### src/hdl/lorq_pkg.sv
`default_nettype none
// ----------------------------------------------------------------------------
// lorq_pkg
// Shared types and constants for the lossy overwriting ring queue.
// ----------------------------------------------------------------------------
package lorq_pkg;

    localparam int MAX_LOG2_SLOTS = 6;
    localparam int VALUE_WIDTH    = 32;
    localparam int SLOT_COUNT     = 1 << MAX_LOG2_SLOTS;
    localparam int PTR_W          = MAX_LOG2_SLOTS;
    localparam int CAP_W          = 3;

    // item action codes
    localparam logic ACT_ENQ = 1'b0;
    localparam logic ACT_DEQ = 1'b1;

    typedef struct packed {
        logic                   action;
        logic [VALUE_WIDTH-1:0] value_in;
    } t_in_item;

    typedef struct packed {
        logic                   value_present;
        logic [VALUE_WIDTH-1:0] value_out;
    } t_out_item;

    typedef enum logic {
        ST_IDLE,
        ST_EXEC
    } t_state;

    // controller -> datapath
    typedef struct packed {
        logic accept;   // latch item, launch slot read
        logic commit;   // write back slot, move pointer, load result
    } t_cmd;

    // datapath -> controller
    typedef struct packed {
        logic out_busy; // result register full and stalled
    } t_sts;

endpackage : lorq_pkg
`default_nettype wire

### src/hdl/lorq_ram.sv
`default_nettype none
// ----------------------------------------------------------------------------
// lorq_ram
// Generic simple dual-port RAM: one write port, one read port, registered read.
// ----------------------------------------------------------------------------
module lorq_ram #(
    parameter int WIDTH = 32,
    parameter int DEPTH = 64
) (
    input  wire logic                                   i_clk,
    input  wire logic                                   i_we,
    input  wire logic [(DEPTH > 1 ? $clog2(DEPTH) : 1)-1:0] i_waddr,
    input  wire logic [WIDTH-1:0]                       i_wdata,
    input  wire logic                                   i_re,
    input  wire logic [(DEPTH > 1 ? $clog2(DEPTH) : 1)-1:0] i_raddr,
    output      logic [WIDTH-1:0]                       o_rdata
);

    logic [WIDTH-1:0] r_mem [DEPTH];
    logic [WIDTH-1:0] r_rdata;

    always_ff @(posedge i_clk) begin
        if (i_we) begin
            r_mem[i_waddr] <= i_wdata;
        end
        if (i_re) begin
            r_rdata <= r_mem[i_raddr];
        end
    end

    assign o_rdata = r_rdata;

endmodule : lorq_ram
`default_nettype wire

### src/hdl/lorq_ctrl.sv
`default_nettype none
// ----------------------------------------------------------------------------
// lorq_ctrl
// Sequencer: accept a beat, then commit it once the result register is free.
// ----------------------------------------------------------------------------
module lorq_ctrl
    import lorq_pkg::*;
(
    input  wire logic i_clk,
    input  wire logic i_rst_n,
    input  wire logic i_in_valid,
    output      logic o_in_stall,
    input  wire t_sts i_sts,
    output      t_cmd o_cmd
);

    t_state r_state;
    t_state n_state;

    always_ff @(posedge i_clk) begin
        if (!i_rst_n) begin
            r_state <= ST_IDLE;
        end else begin
            r_state <= n_state;
        end
    end

    always_comb begin
        n_state = r_state;
        case (r_state)
            ST_IDLE: begin
                if (i_in_valid) begin
                    n_state = ST_EXEC;
                end
            end
            ST_EXEC: begin
                if (!i_sts.out_busy) begin
                    n_state = ST_IDLE;
                end
            end
            default: begin
                n_state = ST_IDLE;
            end
        endcase
    end

    always_comb begin
        o_in_stall = 1'b1;
        o_cmd      = '0;
        case (r_state)
            ST_IDLE: begin
                o_in_stall   = 1'b0;
                o_cmd.accept = i_in_valid;
            end
            ST_EXEC: begin
                o_cmd.commit = !i_sts.out_busy;
            end
            default: begin
                o_in_stall = 1'b1;
            end
        endcase
    end

    a_accept_then_exec: assert property (@(posedge i_clk) disable iff (!i_rst_n)
        o_cmd.accept |=> r_state == ST_EXEC)
        else $error("accepted beat not followed by execute");

    a_commit_returns_idle: assert property (@(posedge i_clk) disable iff (!i_rst_n)
        (r_state == ST_EXEC && !i_sts.out_busy) |=> r_state == ST_IDLE && !o_in_stall)
        else $error("commit did not return to idle");

    a_busy_holds_exec: assert property (@(posedge i_clk) disable iff (!i_rst_n)
        (r_state == ST_EXEC && i_sts.out_busy) |=> r_state == ST_EXEC && o_in_stall)
        else $error("left execute while result register blocked");

endmodule : lorq_ctrl
`default_nettype wire

### src/hdl/lorq_dp.sv
`default_nettype none
// ----------------------------------------------------------------------------
// lorq_dp
// Datapath: slot RAM, full bits, ring pointers, capacity register, result reg.
// ----------------------------------------------------------------------------
module lorq_dp
    import lorq_pkg::*;
(
    input  wire logic             i_clk,
    input  wire logic             i_rst_n,
    input  wire t_cmd             i_cmd,
    output      t_sts             o_sts,
    input  wire logic             i_cfg_we,
    input  wire logic [CAP_W-1:0] i_cfg_wdata,
    input  wire t_in_item         i_in_data,
    output      logic             o_out_valid,
    output      t_out_item        o_out_data,
    input  wire logic             i_out_stall
);

    logic [CAP_W-1:0]      r_cap;
    logic [PTR_W-1:0]      r_wr_ptr, n_wr_ptr;
    logic [PTR_W-1:0]      r_rd_ptr, n_rd_ptr;
    logic [SLOT_COUNT-1:0] r_full,   n_full;
    logic                  r_out_valid, n_out_valid;
    t_out_item             r_out;
    logic                  r_act;
    logic [VALUE_WIDTH-1:0] r_val;
    logic [PTR_W-1:0]      r_idx;

    logic [CAP_W-1:0]       cap_lg;
    logic [PTR_W-1:0]       ring_mask;
    logic [PTR_W-1:0]       sel_idx;
    logic [PTR_W-1:0]       next_idx;
    logic [VALUE_WIDTH-1:0] ram_rdata;
    logic                   hit;
    logic                   ram_we;

    // clamp log2 capacity to 1..MAX_LOG2_SLOTS
    always_comb begin
        cap_lg = r_cap;
        if (r_cap < CAP_W'(1)) begin
            cap_lg = CAP_W'(1);
        end else if (r_cap > CAP_W'(MAX_LOG2_SLOTS)) begin
            cap_lg = CAP_W'(MAX_LOG2_SLOTS);
        end
    end

    assign ring_mask = ~({PTR_W{1'b1}} << cap_lg);
    assign sel_idx   = (i_in_data.action == ACT_DEQ) ? (r_rd_ptr & ring_mask)
                                                     : (r_wr_ptr & ring_mask);
    assign next_idx  = (r_idx + PTR_W'(1)) & ring_mask;
    assign hit       = r_full[r_idx];
    assign ram_we    = i_cmd.commit && (r_act == ACT_ENQ);

    lorq_ram #(
        .WIDTH (VALUE_WIDTH),
        .DEPTH (SLOT_COUNT)
    ) u_ram (
        .i_clk   (i_clk),
        .i_we    (ram_we),
        .i_waddr (r_idx),
        .i_wdata (r_val),
        .i_re    (i_cmd.accept),
        .i_raddr (sel_idx),
        .o_rdata (ram_rdata)
    );

    always_comb begin
        n_wr_ptr    = r_wr_ptr;
        n_rd_ptr    = r_rd_ptr;
        n_full      = r_full;
        n_out_valid = r_out_valid;
        if (r_out_valid && !i_out_stall) begin
            n_out_valid = 1'b0;
        end
        if (i_cmd.commit) begin
            n_out_valid = 1'b1;
            if (r_act == ACT_ENQ) begin
                n_full[r_idx] = 1'b1;
                n_wr_ptr      = next_idx;
            end else if (hit) begin
                n_full[r_idx] = 1'b0;
                n_rd_ptr      = next_idx;
            end
        end
    end

    always_ff @(posedge i_clk) begin
        if (!i_rst_n) begin
            r_cap       <= CAP_W'(MAX_LOG2_SLOTS);
            r_wr_ptr    <= '0;
            r_rd_ptr    <= '0;
            r_full      <= '0;
            r_out_valid <= 1'b0;
        end else begin
            if (i_cfg_we) begin
                r_cap <= i_cfg_wdata;
            end
            r_wr_ptr    <= n_wr_ptr;
            r_rd_ptr    <= n_rd_ptr;
            r_full      <= n_full;
            r_out_valid <= n_out_valid;
        end
    end

    always_ff @(posedge i_clk) begin
        if (i_cmd.accept) begin
            r_act <= i_in_data.action;
            r_val <= i_in_data.value_in;
            r_idx <= sel_idx;
        end
        if (i_cmd.commit) begin
            r_out.value_present <= hit;
            r_out.value_out     <= hit ? ram_rdata : '0;
        end
    end

    assign o_sts.out_busy = r_out_valid && i_out_stall;
    assign o_out_valid    = r_out_valid;
    assign o_out_data     = r_out;

    a_commit_into_free_reg: assert property (@(posedge i_clk) disable iff (!i_rst_n)
        i_cmd.commit |-> !(r_out_valid && i_out_stall))
        else $error("result register overwritten while stalled");

    a_enq_marks_full: assert property (@(posedge i_clk) disable iff (!i_rst_n)
        (i_cmd.commit && r_act == ACT_ENQ) |=> r_full[$past(r_idx)])
        else $error("enqueued slot not marked full");

    a_empty_deq_no_move: assert property (@(posedge i_clk) disable iff (!i_rst_n)
        (i_cmd.commit && r_act == ACT_DEQ && !hit)
            |=> $stable(r_rd_ptr) && $stable(r_full) && !r_out.value_present)
        else $error("dequeue from empty slot changed state");

endmodule : lorq_dp
`default_nettype wire

### src/hdl/lossy_overwrite_ring_queue_unit.sv
`default_nettype none
// ----------------------------------------------------------------------------
// lossy_overwrite_ring_queue_unit
// Lossy ring queue: enqueue overwrites and returns the old payload, dequeue
// takes the slot at the read pointer. Capacity set by one register.
// ----------------------------------------------------------------------------
// Sequence: an accepted beat launches its slot read; write-back and result
//   load follow at commit, which waits while the output register is stalled.
// Input: the next beat is held off until the last one commits; the slot RAM's
//   registered read comes before write-back, and commit waits on output stalls.
// Reset: pointers zero, all full bits cleared at once, capacity 64 slots;
//   no clearing pass, a beat can be taken in the first cycle after reset.
module lossy_overwrite_ring_queue_unit
    import lorq_pkg::*;
(
    input  wire logic             i_clk,
    input  wire logic             i_rst_n,
    input  wire logic             i_cfg_we,
    input  wire logic [CAP_W-1:0] i_cfg_wdata,
    input  wire logic             i_in_valid,
    output      logic             o_in_stall,
    input  wire t_in_item         i_in_data,
    output      logic             o_out_valid,
    input  wire logic             i_out_stall,
    output      t_out_item        o_out_data
);

    t_cmd cmd;
    t_sts sts;

    lorq_ctrl u_ctrl (
        .i_clk      (i_clk),
        .i_rst_n    (i_rst_n),
        .i_in_valid (i_in_valid),
        .o_in_stall (o_in_stall),
        .i_sts      (sts),
        .o_cmd      (cmd)
    );

    lorq_dp u_dp (
        .i_clk       (i_clk),
        .i_rst_n     (i_rst_n),
        .i_cmd       (cmd),
        .o_sts       (sts),
        .i_cfg_we    (i_cfg_we),
        .i_cfg_wdata (i_cfg_wdata),
        .i_in_data   (i_in_data),
        .o_out_valid (o_out_valid),
        .o_out_data  (o_out_data),
        .i_out_stall (i_out_stall)
    );

endmodule : lossy_overwrite_ring_queue_unit
`default_nettype wire

### config.mk
export PLATFORM = sky130hd
export DESIGN_NAME = lossy_overwrite_ring_queue_unit
export DESIGN_NICKNAME = d
export VERILOG_FILES = /design/src/hdl/lorq_pkg.sv /design/src/hdl/lorq_ram.sv /design/src/hdl/lorq_ctrl.sv /design/src/hdl/lorq_dp.sv /design/src/hdl/lossy_overwrite_ring_queue_unit.sv
export SDC_FILE = /design/constraint.sdc
export NUM_CORES = 2
export LEC_CHECK = 0
export BUFFER_PORTS_ARGS = -buffer_cell sky130_fd_sc_hd__buf_2
export CORE_ASPECT_RATIO = 0.5
export CORE_MARGIN = 3
export CORE_UTILIZATION = 45
export CTS_CLUSTER_SIZE = 14
export DETAILED_ROUTE_END_ITERATION = 7
export GPL_TIMING_DRIVEN = 0
export HOLD_SLACK_MARGIN = 0.12
export PLACE_DENSITY = 0.64
export SETUP_SLACK_MARGIN = 0.3
export SYNTH_ARGS = -nofsm -noshare
export SYNTH_HDL_FRONTEND = slang
export SYNTH_HIERARCHICAL = 1
export SYNTH_SLANG_ARGS = --single-unit
### constraint.sdc
create_clock -name i_clk -period 9.2 [get_ports i_clk]
set_clock_uncertainty 0.1 [all_clocks]
set_input_delay 0.92 -clock i_clk [delete_from_list [all_inputs] [get_ports i_clk]]
set_output_delay 0.92 -clock i_clk [all_outputs]
set_load 0.05 [all_outputs]
==> impl_results.html <==
<table>
<tr><th>Metric</th><th>Value</th></tr>
<tr><th colspan="2">Status</th></tr>
<tr><td>Outcome</td><td>complete, no violations</td></tr>
<tr><th colspan="2">Synthesis</th></tr>
<tr><td>Synth Net Count</td><td>3932</td></tr>
<tr><td>Mapped Cells</td><td>3890</td></tr>
<tr><td>Area share of the leading cell type in the synthesized netlist</td><td>0.758</td></tr>
<tr><td>Count of state elements after synthesis</td><td>2233</td></tr>
<tr><td>Number of library cell types mapped by synthesis</td><td>58</td></tr>
<tr><td>Cell taking the most area after synthesis</td><td>sky130_fd_sc_hd__edfxtp_1</td></tr>
<tr><td>Number of enable flip-flop cells after synthesis</td><td>2152</td></tr>
<tr><td>Most used flip-flop cell after synthesis</td><td>sky130_fd_sc_hd__edfxtp_1</td></tr>
<tr><td>Per-instance average area after synthesis</td><td>21.9 µm²</td></tr>
<tr><td>Synth async-reset ratio</td><td>0</td></tr>
<tr><td>Mapped cell area</td><td>85300 µm²</td></tr>
<tr><td>Main area contributors after synthesis</td><td>sky130_fd_sc_hd__edfxtp_1 (76%), sky130_fd_sc_hd__mux4_2 (15%), sky130_fd_sc_hd__dfxtp_1 (1.9%)</td></tr>
<tr><td>Sequential element share of the synthesized area</td><td>0.777</td></tr>
<tr><td>Yosys synthesis warning count</td><td>6</td></tr>
<tr><th colspan="2">STA</th></tr>
<tr><td>Transition time of the tightest slew-check pin</td><td>1.47 ns</td></tr>
<tr><td>Endpoints failing hold</td><td>0</td></tr>
<tr><td>Unrepaired setup endpoints after global routing</td><td>no</td></tr>
<tr><td>Slew Limit Headroom</td><td>0.0205</td></tr>
<tr><td>Post-route minimum period</td><td>5.50 ns</td></tr>
<tr><td>Fraction of the cycle the final worst path needs</td><td>0.598</td></tr>
<tr><td>Final setup viols</td><td>0</td></tr>
<tr><td>Maximum clock rate</td><td>182 MHz</td></tr>
<tr><td>Final critical-path setup slack</td><td>3.70 ns</td></tr>
<tr><td>Post-route worst hold slack</td><td>0.168 ns</td></tr>
<tr><td>Final-report max-slew violation count</td><td>0</td></tr>
<tr><th colspan="2">Layout</th></tr>
<tr><td>Total number of nets in the final design</td><td>4368</td></tr>
<tr><td>Area of the multi-input gates</td><td>18500 µm²</td></tr>
<tr><td>Register Area</td><td>66200 µm²</td></tr>
<tr><td>Fill cell count</td><td>14100</td></tr>
<tr><td>Post-route standard cell area excluding fillers</td><td>98300 µm²</td></tr>
<tr><td>Layout cell share with drive strength beyond 1</td><td>0.265</td></tr>
<tr><td>Number of standard cells in the final layout excluding fillers</td><td>6955</td></tr>
<tr><td>Signed area change from the synthesized netlist to the final layout</td><td>15.3%</td></tr>
<tr><td>Most common cell after layout, fill and taps aside</td><td>sky130_fd_sc_hd__edfxtp_1</td></tr>
<tr><td>Leading cell types in the layout, fill and taps excluded</td><td>sky130_fd_sc_hd__edfxtp_1 (2152), sky130_fd_sc_hd__mux4_2 (555), sky130_fd_sc_hd__clkbuf_16 (202)</td></tr>
<tr><th colspan="2">Power and ir drop</th></tr>
<tr><td>Tot Pwr</td><td>19.5 mW</td></tr>
<tr><td>Worst IR drop on VDD</td><td>153 µV</td></tr>
<tr><td>Reported leakage power</td><td>30.4 nW</td></tr>
<tr><td>PwrDens</td><td>198 nW/µm²</td></tr>
<tr><th colspan="2">Place</th></tr>
<tr><td>Instance count after placement with tap cells included</td><td>6627</td></tr>
<tr><td>Routability Congestion</td><td>0.859</td></tr>
<tr><td>Detailed placement HPWL</td><td>170 mm</td></tr>
<tr><td>Number of buffers added on ports</td><td>75</td></tr>
<tr><td>Area post-placement</td><td>92700 µm²</td></tr>
<tr><td>Dpl ws</td><td>3.14 ns</td></tr>
<tr><th colspan="2">Worst setup path</th></tr>
<tr><td>Critical Path Source Type</td><td>input pin</td></tr>
<tr><td>Cell with the biggest individual delay on the critical path</td><td>sky130_fd_sc_hd__clkbuf_1</td></tr>
<tr><td>Delay contributed by the slowest stage of the critical path</td><td>0.93 ns</td></tr>
<tr><td>Critical path start-end classification</td><td>input pin to flip-flop</td></tr>
<tr><td>Reg2Reg Setup Slack</td><td>3.85 ns</td></tr>
<tr><td>RR Startpoint</td><td>u_dp/r_cap[2]$_SDFFE_PN1P_</td></tr>
<tr><td>CP bufs+invs</td><td>5</td></tr>
<tr><td>Reg-to-reg critical path endpoint</td><td>u_dp/u_ram/o_rdata[2]$_DFFE_PP_</td></tr>
<tr><td>CP cell instances</td><td>buf_2, clkbuf_1, mux2i_1, nor2_1, buf_2, buf_2, clkbuf_1, mux4_2, mux4_2, o22ai_1, nor2_1</td></tr>
<tr><td>Req. time, crit path</td><td>9.58 ns</td></tr>
<tr><td>Critical Path Sink Type</td><td>flip-flop</td></tr>
<tr><td>CP Data Arrival Time</td><td>5.89 ns</td></tr>
<tr><td>Cell family with most CP delay</td><td>buffers and inverters</td></tr>
<tr><td>Largest fanout of any net on the critical path</td><td>10</td></tr>
<tr><td>Worst path most repeated cell</td><td>sky130_fd_sc_hd__buf_2</td></tr>
<tr><td>Number of cells traversed by the worst register-to-register path</td><td>9</td></tr>
<tr><th colspan="2">Global routing</th></tr>
<tr><td>Largest net degree at the start of global routing</td><td>37</td></tr>
<tr><td>Layer with the highest usage after global routing</td><td>met2</td></tr>
<tr><td>Total global routing track utilization</td><td>0.260</td></tr>
<tr><td>Met1 Resource Use GR</td><td>0.357</td></tr>
<tr><td>Total overflow reported by the global router</td><td>0</td></tr>
<tr><td>Met2 layer usage reported by global route</td><td>0.400</td></tr>
<tr><td>Number of antenna violations at the first check in global routing</td><td>11</td></tr>
<tr><td>Met3 usage</td><td>0.0747</td></tr>
<tr><td>Number of global-route vias before repair</td><td>43500</td></tr>
<tr><td>Global-route wire length before repair</td><td>349 mm</td></tr>
<tr><th colspan="2">Floorplanning</th></tr>
<tr><td>I/O Pins</td><td>76</td></tr>
<tr><td>Num rows</td><td>112</td></tr>
<tr><td>DIE HEIGHT</td><td>314 µm</td></tr>
<tr><td>Die W</td><td>622 µm</td></tr>
<tr><td>Effective utilization at floorplan</td><td>0.455</td></tr>
<tr><td>Overall die area</td><td>195000 µm²</td></tr>
<tr><td>Core Box Area</td><td>187000 µm²</td></tr>
<tr><th colspan="2">Clocking</th></tr>
<tr><td>Clk slew on worst S/H paths</td><td>0.06 ns</td></tr>
<tr><td>TritonCTS Sinks</td><td>2233</td></tr>
<tr><td>Count of cells resized by post-cts repair</td><td>0</td></tr>
<tr><td>Clock Path Buffers</td><td>4</td></tr>
<tr><td>CTS tree</td><td>yes</td></tr>
<tr><td>Latest clock arrival within the worst-skew pair</td><td>0.86 ns</td></tr>
<tr><td>CTS Root Buffer Type</td><td>sky130_fd_sc_hd__clkbuf_16</td></tr>
<tr><td>CTS HTree Levels</td><td>4</td></tr>
<tr><td>Cts bufs inserted</td><td>199</td></tr>
<tr><th colspan="2">Drt</th></tr>
<tr><td>Initial DRT Pass Iterations</td><td>8</td></tr>
<tr><td>Violation count after the first detailed-route iteration</td><td>7151</td></tr>
<tr><td>DR vias</td><td>44800</td></tr>
<tr><td>Number of design rule violations left after detail routing</td><td>0</td></tr>
<tr><td>Routed vias/inst</td><td>6.43</td></tr>
<tr><td>Routed Antenna Nets</td><td>0</td></tr>
<tr><td>Average wire per standard cell</td><td>36.6 µm</td></tr>
<tr><td>Routed wire length</td><td>255 mm</td></tr>
<tr><th colspan="2">Flow run</th></tr>
<tr><td># Max-Cap Violations</td><td>0</td></tr>
<tr><th colspan="2">Hold path</th></tr>
<tr><td>Hold WC Path Type</td><td>input pin to flip-flop</td></tr>
<tr><td>Worst min-delay path endpoint</td><td>u_dp/r_val[31]$_DFFE_PP_</td></tr>
<tr><td>Hold-critical path depth</td><td>1</td></tr>
<tr><td>Hold path startpoint</td><td>i_in_data[31]</td></tr>
</table>
-- cell usage after synthesis, drive strengths merged, types with 2 or more instances --
cell    number
o21a         3
a32oi        3
o22ai       84
o21ai        7
a31oi        7
nor2       213
and2        40
or2          4
and3b        2
nor3         9
nand2b       9
edfxtp    2152
or3b         7
nor2b       22
a21boi       6
a22oi       16
and3         6
inv          2
nor4b        3
dfxtp       81
o221ai      27
nand3b       9
nand4        3
clkbuf     104
a311oi       8
a41o         4
mux2i      114
nand2      111
nor3b        2
nand3       14
or3          4
mux4       556
buf        117
a21oi       63
xor2         3
o32ai        4
o211a       59
-- how the worst max path moves through the flow --
stage                  startpoint                                  to  slack, ns  cells past startpoint
finish              i_in_data[32]     u_dp/u_ram/o_rdata[2]$_DFFE_PP_       3.70                     11
global route        i_in_data[32]     u_dp/u_ram/o_rdata[2]$_DFFE_PP_       3.83                     11
CTS                 i_in_data[32]    u_dp/u_ram/o_rdata[12]$_DFFE_PP_       4.04                     13
detailed placement  i_in_data[32]     u_dp/u_ram/o_rdata[2]$_DFFE_PP_       3.14                     11
global placement      i_out_stall  u_dp/u_ram/r_mem[48][14]$_DFFE_PP_      -4.06                      8
floorplan             i_out_stall   u_dp/u_ram/r_mem[48][0]$_DFFE_PP_       2.56                      7
-- stage by stage --
step	TNS, ns	util
2_1_floorplan	0	-
3_3_place_gp	-4563.16	0.474
3_5_place_dp	0	0.495
4_1_cts	0	0.525
5_1_grt	0	0.525
6_report	0	0.525
-- kinds of logic after synthesis --
family | after synthesis | share of synthesized area
compound gates | 295 | 0.0251
buf+inv | 224 | 0.0125
fa+ha+maj | 1 | 0.000147
flops | 2233 | 0.777
simple gates | 462 | 0.0248
xor+xnor | 4 | 0.000411
mux | 671 | 0.160
-- layer usage --
| layer | vias to the layer above | part of all wire |
|---|---|---|
| li1 | 17200 | - |
| met1 | 23900 | 0.37 |
| met2 | 3250 | 0.46 |
| met3 | 451 | 0.14 |
| met4 | 6 | 0.038 |
| met5 | - | 0.00013 |
-- flip-flops by register name (all words and copies together) (netlist names), 3 cells and up, named ones only --
| name | cells |
|---|---|
| u_dp/r_cap | 3 |
| u_dp/o_out_data | 33 |
| u_dp/u_ram/o_rdata | 32 |
| u_dp/r_idx | 6 |
| u_dp/u_ram/r_mem | 2048 |
| u_dp/r_rd_ptr | 6 |
| u_dp/r_val | 32 |
| u_dp/r_wr_ptr | 6 |
-- repair_timing --
item	CTS	global route
setup buffers	0	0
endpoints found under the hold margin	6	0
hold buffers	6	0
-- final cells by class --
type | instances | share of cell area
well taps | 2508 | 0.0319
flip-flops and latches | 2233 | 0.674
clock inverters | 59 | 0.00333
diodes | 5 | 0.000127
inverters | 3 | 0.000115
multi-input cells | 1433 | 0.188
plain buffers | 221 | 0.0108
clock buffers | 258 | 0.0535
repair buffers | 235 | 0.0389
-- report_power, final --
| part | total, mW | switching [mW] | leakage, nW | internal (mW) |
|---|---|---|---|---|
| clock network | 7.55 | 3.51 | 2.71 | 4.04 |
| logic | 0.722 | 0.461 | 7.61 | 0.262 |
| registers | 11.2 | 0.0589 | 20.1 | 11.2 |
Note: power is estimated with default switching activity, not from simulation.
